**src/rtl/tcw_pkg.sv**
```systemverilog
`timescale 1ns / 1ps
`default_nettype none

package tcw_pkg;

  localparam int unsigned COLUMNS    = 80;
  localparam int unsigned ROWS       = 25;
  localparam int unsigned CELL_COUNT = ROWS * COLUMNS;
  localparam int unsigned TAB_STOP   = 4;
  localparam int unsigned TAB_W      = $clog2(TAB_STOP);

  localparam int unsigned ADDR_W = $clog2(CELL_COUNT);
  localparam int unsigned OP_W   = 2;
  localparam int unsigned CHAR_W = 8;
  localparam int unsigned ATTR_W = 8;
  localparam int unsigned IDX_W  = 11;
  localparam int unsigned ROW_W  = 5;
  localparam int unsigned COL_W  = 7;
  localparam int unsigned CELL_W = ATTR_W + CHAR_W;

  localparam logic [OP_W-1:0] OP_PUT   = 2'd0;
  localparam logic [OP_W-1:0] OP_CLEAR = 2'd1;
  localparam logic [OP_W-1:0] OP_READ  = 2'd2;

  localparam logic [CHAR_W-1:0] CH_TAB     = 8'd9;
  localparam logic [CHAR_W-1:0] CH_NEWLINE = 8'd10;
  localparam logic [CHAR_W-1:0] CH_RETURN  = 8'd13;
  localparam logic [CHAR_W-1:0] CH_SPACE   = 8'd32;
  localparam logic [CHAR_W-1:0] CH_NULL    = 8'd0;

  localparam logic [ATTR_W-1:0] ATTR_RESET = 8'h07;

  typedef struct packed {
    logic [OP_W-1:0]   opcode;
    logic [CHAR_W-1:0] char_code;
    logic [IDX_W-1:0]  cell_index;
  } in_item_t;

  typedef struct packed {
    logic [ROW_W-1:0]  cursor_row;
    logic [COL_W-1:0]  cursor_col;
    logic [CELL_W-1:0] cell_word;
  } out_item_t;

  typedef enum logic [3:0] {
    ST_IDLE,
    ST_DISPATCH,
    ST_CHAR,
    ST_TAB_FIRST,
    ST_TAB_MORE,
    ST_SCROLL,
    ST_DRAIN,
    ST_FILL,
    ST_CLEAR,
    ST_READ,
    ST_DONE
  } state_e;

  typedef enum logic [1:0] {
    PTR_SCROLL_SRC,
    PTR_FILL,
    PTR_ZERO
  } ptr_init_e;

  typedef struct packed {
    logic      load_item;
    logic      ptr_load;
    ptr_init_e ptr_init;
    logic      ptr_inc;
    logic      copy_step;
    logic      fill_wr;
    logic      fill_space;
    logic      cell_wr;
    logic      cell_space;
    logic      read_cell;
    logic      row_inc;
    logic      col_zero;
    logic      col_inc;
    logic      cur_home;
    logic      out_load;
  } cmd_t;

  typedef struct packed {
    logic [OP_W-1:0] opcode;
    logic            is_newline;
    logic            is_return;
    logic            is_tab;
    logic            row_last;
    logic            col_wrap;
    logic            col_lt_last;
    logic            col_on_stop;
    logic            ptr_last;
  } status_t;

endpackage

`default_nettype wire

```
**src/rtl/tcw_ctrl.sv**
```systemverilog
`timescale 1ns / 1ps
`default_nettype none

module tcw_ctrl (
  input  wire logic             clk_i,
  input  wire logic             rst_ni,
  input  wire logic             in_valid_i,
  output logic                  in_stall_o,
  output logic                  out_valid_o,
  input  wire logic             out_stall_i,
  input  wire tcw_pkg::status_t status_i,
  output tcw_pkg::cmd_t         cmd_o
);

  tcw_pkg::state_e state_q, state_d;
  logic            out_valid_q, out_valid_d;
  logic            out_free;
  logic            need_nl;
  tcw_pkg::state_e after_nl;

  assign out_free = !out_valid_q || !out_stall_i;
  // tab and plain characters resolve a pending wrap with a newline first
  assign need_nl  = status_i.is_newline || status_i.col_wrap;
  assign after_nl = status_i.is_newline ? tcw_pkg::ST_DONE :
                    status_i.is_tab     ? tcw_pkg::ST_TAB_FIRST : tcw_pkg::ST_CHAR;

  always_comb begin
    state_d = state_q;
    case (state_q)
      tcw_pkg::ST_IDLE: begin
        if (in_valid_i) begin
          state_d = tcw_pkg::ST_DISPATCH;
        end
      end
      tcw_pkg::ST_DISPATCH: begin
        case (status_i.opcode)
          tcw_pkg::OP_PUT: begin
            if (status_i.is_return) begin
              state_d = tcw_pkg::ST_DONE;
            end else if (need_nl && status_i.row_last) begin
              state_d = tcw_pkg::ST_SCROLL;
            end else begin
              state_d = after_nl;
            end
          end
          tcw_pkg::OP_CLEAR: state_d = tcw_pkg::ST_CLEAR;
          tcw_pkg::OP_READ:  state_d = tcw_pkg::ST_READ;
          default:           state_d = tcw_pkg::ST_DONE;
        endcase
      end
      tcw_pkg::ST_CHAR: state_d = tcw_pkg::ST_DONE;
      tcw_pkg::ST_TAB_FIRST: begin
        state_d = status_i.col_lt_last ? tcw_pkg::ST_TAB_MORE : tcw_pkg::ST_DONE;
      end
      tcw_pkg::ST_TAB_MORE: begin
        if (!status_i.col_lt_last || status_i.col_on_stop) begin
          state_d = tcw_pkg::ST_DONE;
        end
      end
      tcw_pkg::ST_SCROLL: begin
        if (status_i.ptr_last) begin
          state_d = tcw_pkg::ST_DRAIN;
        end
      end
      tcw_pkg::ST_DRAIN: state_d = tcw_pkg::ST_FILL;
      tcw_pkg::ST_FILL: begin
        if (status_i.ptr_last) begin
          state_d = after_nl;
        end
      end
      tcw_pkg::ST_CLEAR: begin
        if (status_i.ptr_last) begin
          state_d = tcw_pkg::ST_DONE;
        end
      end
      tcw_pkg::ST_READ: state_d = tcw_pkg::ST_DONE;
      tcw_pkg::ST_DONE: begin
        if (out_free) begin
          state_d = tcw_pkg::ST_IDLE;
        end
      end
      default: state_d = tcw_pkg::ST_IDLE;
    endcase
  end

  always_comb begin
    cmd_o          = '0;
    cmd_o.ptr_init = tcw_pkg::PTR_ZERO;
    in_stall_o     = 1'b1;
    case (state_q)
      tcw_pkg::ST_IDLE: begin
        in_stall_o      = 1'b0;
        cmd_o.load_item = in_valid_i;
      end
      tcw_pkg::ST_DISPATCH: begin
        case (status_i.opcode)
          tcw_pkg::OP_PUT: begin
            if (status_i.is_return) begin
              cmd_o.col_zero = 1'b1;
            end else if (need_nl && status_i.row_last) begin
              cmd_o.ptr_load = 1'b1;
              cmd_o.ptr_init = tcw_pkg::PTR_SCROLL_SRC;
            end else if (need_nl) begin
              cmd_o.row_inc  = 1'b1;
              cmd_o.col_zero = 1'b1;
            end
          end
          tcw_pkg::OP_CLEAR: begin
            cmd_o.ptr_load = 1'b1;
            cmd_o.ptr_init = tcw_pkg::PTR_ZERO;
            cmd_o.cur_home = 1'b1;
          end
          default: ;
        endcase
      end
      tcw_pkg::ST_CHAR: begin
        cmd_o.cell_wr = 1'b1;
        cmd_o.col_inc = 1'b1;
      end
      tcw_pkg::ST_TAB_FIRST: begin
        cmd_o.cell_wr    = status_i.col_lt_last;
        cmd_o.cell_space = 1'b1;
        cmd_o.col_inc    = status_i.col_lt_last;
      end
      tcw_pkg::ST_TAB_MORE: begin
        cmd_o.cell_wr    = status_i.col_lt_last && !status_i.col_on_stop;
        cmd_o.cell_space = 1'b1;
        cmd_o.col_inc    = status_i.col_lt_last && !status_i.col_on_stop;
      end
      tcw_pkg::ST_SCROLL: begin
        cmd_o.copy_step = 1'b1;
        cmd_o.ptr_inc   = 1'b1;
      end
      tcw_pkg::ST_DRAIN: begin
        cmd_o.ptr_load = 1'b1;
        cmd_o.ptr_init = tcw_pkg::PTR_FILL;
      end
      tcw_pkg::ST_FILL: begin
        cmd_o.fill_wr  = 1'b1;
        cmd_o.ptr_inc  = 1'b1;
        cmd_o.col_zero = status_i.ptr_last;
      end
      tcw_pkg::ST_CLEAR: begin
        cmd_o.fill_wr    = 1'b1;
        cmd_o.fill_space = 1'b1;
        cmd_o.ptr_inc    = 1'b1;
      end
      tcw_pkg::ST_READ: begin
        cmd_o.read_cell = 1'b1;
      end
      tcw_pkg::ST_DONE: begin
        cmd_o.out_load = out_free;
      end
      default: ;
    endcase
  end

  always_comb begin
    out_valid_d = out_valid_q;
    if (cmd_o.out_load) begin
      out_valid_d = 1'b1;
    end else if (out_valid_q && !out_stall_i) begin
      out_valid_d = 1'b0;
    end
  end

  always_ff @(posedge clk_i or negedge rst_ni) begin
    if (!rst_ni) begin
      state_q     <= tcw_pkg::ST_IDLE;
      out_valid_q <= 1'b0;
    end else begin
      state_q     <= state_d;
      out_valid_q <= out_valid_d;
    end
  end

  assign out_valid_o = out_valid_q;

  a_accept_dispatch: assert property (@(posedge clk_i) disable iff (!rst_ni)
    in_valid_i && !in_stall_o |=> state_q == tcw_pkg::ST_DISPATCH)
    else $error("accepted item not dispatched");

  a_done_delivers: assert property (@(posedge clk_i) disable iff (!rst_ni)
    state_q == tcw_pkg::ST_DONE && out_free |=> out_valid_q && state_q == tcw_pkg::ST_IDLE)
    else $error("finished item not registered at output");

  a_drain_after_scroll: assert property (@(posedge clk_i) disable iff (!rst_ni)
    state_q == tcw_pkg::ST_DRAIN |-> $past(state_q) == tcw_pkg::ST_SCROLL)
    else $error("drain entered outside a scroll");

endmodule

`default_nettype wire

```
**config.mk**
```make
export PLATFORM = sky130hd
export DESIGN_NAME = tcw_ctrl
export DESIGN_NICKNAME = d
export VERILOG_FILES = /design/src/rtl/tcw_pkg.sv /design/src/rtl/tcw_ctrl.sv
export SDC_FILE = /design/constraint.sdc
export NUM_CORES = 1
export LEC_CHECK = 0
export BUFFER_PORTS_ARGS = -buffer_cell sky130_fd_sc_hd__buf_2
export CORE_MARGIN = 8
export CORE_UTILIZATION = 47
export DETAILED_ROUTE_END_ITERATION = 7
export HOLD_SLACK_MARGIN = 0.1
export PLACE_DENSITY = 0.81
export REMOVE_ABC_BUFFERS = 1
export SETUP_SLACK_MARGIN = 0.1
export SLEW_MARGIN = 20
export SYNTH_ARGS = -nofsm -noshare
export SYNTH_HDL_FRONTEND = slang
export SYNTH_SLANG_ARGS = --single-unit
```
**constraint.sdc**
```tcl
create_clock -name clk_i -period 2.5 [get_ports clk_i]
set_clock_uncertainty 0.2 [all_clocks]
set_input_delay 0.375 -clock clk_i [delete_from_list [all_inputs] [get_ports clk_i]]
set_output_delay 0.375 -clock clk_i [all_outputs]
set_load 0.005 [all_outputs]
```
==> out/results.txt <==
flops & latches, synth = 5
antenna-violating nets left = 0
critical path launch point type = register
fraction of layout cells with a size suffix above 1 = 36.2%
max-slew violations = 0
RSZ-0062 raised after global routing = false
Setup WS pre-CTS = 0.408 ns
synth warn = 0
Synth Area in Simple Gates = 34.5%
grt ovf = 0
num rows = 14
Worst Path Required = 1.92 ns
Die Ht = 56.0 µm
fill count = 154
vias in the first global route = 847
I/O Pins = 32
full die area = 0.00313 mm²
Post-DP HPWL = 1640 µm
CP Class = register to output pin
Mapped Cells = 99
die width = 56.0 µm
latest clock arrival within the worst-skew pair = 0.23 ns
GP Congestion = 0.831
Ant. Diodes = 0
Final #Nets = 148
total CTS buffers = 3
asr flop ratio synth = 100%
Post-CTS Setup Bufs = 0
critical path arrival = 1.69 ns
multiplexer area fraction after synthesis = 5.33%
Final period util = 90.5%
crit-path max cell delay = 0.63 ns
DRC viols = 0
Vias/cell = 5.94
post-synth cell types = 39
CTS H-tree depth = 1
Tmin final = 2.26 ns
IR drop worst, VDD = 0.407 mV
mapped cell area = 751 µm²
# Max-Cap Violations = 0
XOR/XNOR share of the synthesized area = 1.17%
commonest non-fill, non-tap cell in the layout = buf_2
initial antenna violation count = 0
Tot Pwr = 869 µW
Total Routing Usage GR = 12.5%
Max Fanout on Critical Path = 16
Post-synth EDFFs = 0
Final setup violation count = 0
Buffers on Ports = 31
CTS Sinks = 5
fmax = 442 MHz
Setup WS post-layout = 0.237 ns
Hold WC Path Type = input port to register
largest net degree at the start of global routing = 21
Hold Vio Cnt, Final = 0
total wire length = 2080 µm
sum of negative setup slack = 0 ns
clock root cell = clkbuf_4
Iteration-0 DRC Markers = 12
Initial DRT Pass Iterations = 4
clock slew at reported path FFs = 0.04 ns
Area Growth Syn to Fin = 25.0%
main combinational cell family by area after synthesis = simple AND/OR/NAND/NOR gates
cell breakdown of the critical path = nand2b_1, nor3_1, buf_4, and4b_1, buf_2
cell family with most CP delay = flip-flops
Critical Path Sink Type = output pin
WL/cell = 14.3 µm
first-pass GRT wire length = 3480 µm
Finished Core Util = 62.3%
CTS tree = done
Worst path slowest cell = dfrtp_1
Starting Density = 49.8%
Adder-Cell Fraction of Synth Area = 5.00%
Synth Area in Compound Gates = 25.3%
syn avg cell area = 7.58 µm²
commonest non-fill, non-tap cells in the layout = buf_2 (31), inv_1 (11), nor2_1 (11)
WP buf/inv = 2
core area = 0.00151 mm²
status = completed
sequential cell area fraction in the yosys report = 16.7%
Tightest Pin Transition = 0.483 ns
Slew headroom = 67.8%
clk buf depth = 2
Main synth FF type = dfrtp_1
leakage dissipation = 0.482 nW
PD cells = 926 mW/mm²
vias post-DR = 867
Fin Hold WS = 0.193 ns
per-layer routing:
metal	GRT usage, %	vias up	routed length [µm]
li1	-	419	-
met5	0	-	0
met2	21.7	37	1010
met3	3.65	2	160
met4	4.12	0	14
met1	14.2	409	893
worst register-to-register path: stages (launching register included):
cell and delay, ns:
dfrtp_1 0.55, or4_4 0.62, o22ai_2 0.20, nor3_2 0.10, mux2_4 0.31
power by group:
group,internal [mW],switching (mW)
logic,0.289,0.266
clock network,0.0601,0.0288
registers,0.119,0.106
worst paths after layout:
kind                             start     endpoint  slack, ns  cells past startpoint
min reg2reg                out_valid_o  out_valid_o       0.33                      2
max reg2reg                 state_q[0]   state_q[1]       0.40                      4
max                         state_q[0]     cmd_o[4]       0.24                      5
max in group asynchronous       rst_ni   state_q[1]       1.67                      2
min in group asynchronous       rst_ni  out_valid_o       0.29                      2
min                        out_stall_i  out_valid_o       0.19                      3
registers in the layout, indices dropped and copies added (netlist names):
register,flops
out_valid_o,1
state_q,4
stage by stage:
stage               instances  instance area, µm²
finish                    146                 938
global route              146                 938
CTS                       146                 936
detailed placement        141                 900
global placement          141                 900
floorplan                  91                 702
final cells by class:
class	count	area, µm²	area share, %
Clock buffer	4	26.3	2.80
Tap cell	16	20.0	2.13
Sequential cell	5	128	13.6
Timing Repair Buffer	35	188	20.0
Inverter	11	41.3	4.40
Multi-Input combinational cell	75	536	57.1
cell families (layout without fill, tap and decap cells):
logic type,Yosys count,count (layout)
AND/OR/NAND/NOR,42,42
multiplexers,3,3
AO/OA/AOI/OAI,26,26
adder cells (fa/ha/maj),3,3
buffers and inverters,19,50
flip-flops,5,5
XOR/XNOR,1,1
synthesized netlist by cell type (2+ instances only):
library cell,n,share of area (%)
inv_1,11,5.5
nor2_1,11,5.5
nand2_1,6,3.0
o21ai_0,6,4.0
dfrtp_1,5,17
o211ai_1,5,5.0
a21oi_1,4,2.7
nand2b_1,4,3.3
a31oi_1,3,2.5
buf_2,3,2.0
ha_1,3,5.0
nand3b_1,3,3.0
nor2b_1,3,2.5
buf_4,2,2.0
clkbuf_1,2,1.0
mux2_4,2,4.0
nand3_1,2,1.3
nor3_1,2,1.3
or4bb_1,2,3.0
timing repair:
item,CTS,global route
endpoints found under the setup margin,0,2
hold buffers,1,0
endpoints found under the hold margin,5,0
gates resized for setup,0,2
Note: power is estimated with default switching activity, not from simulation.
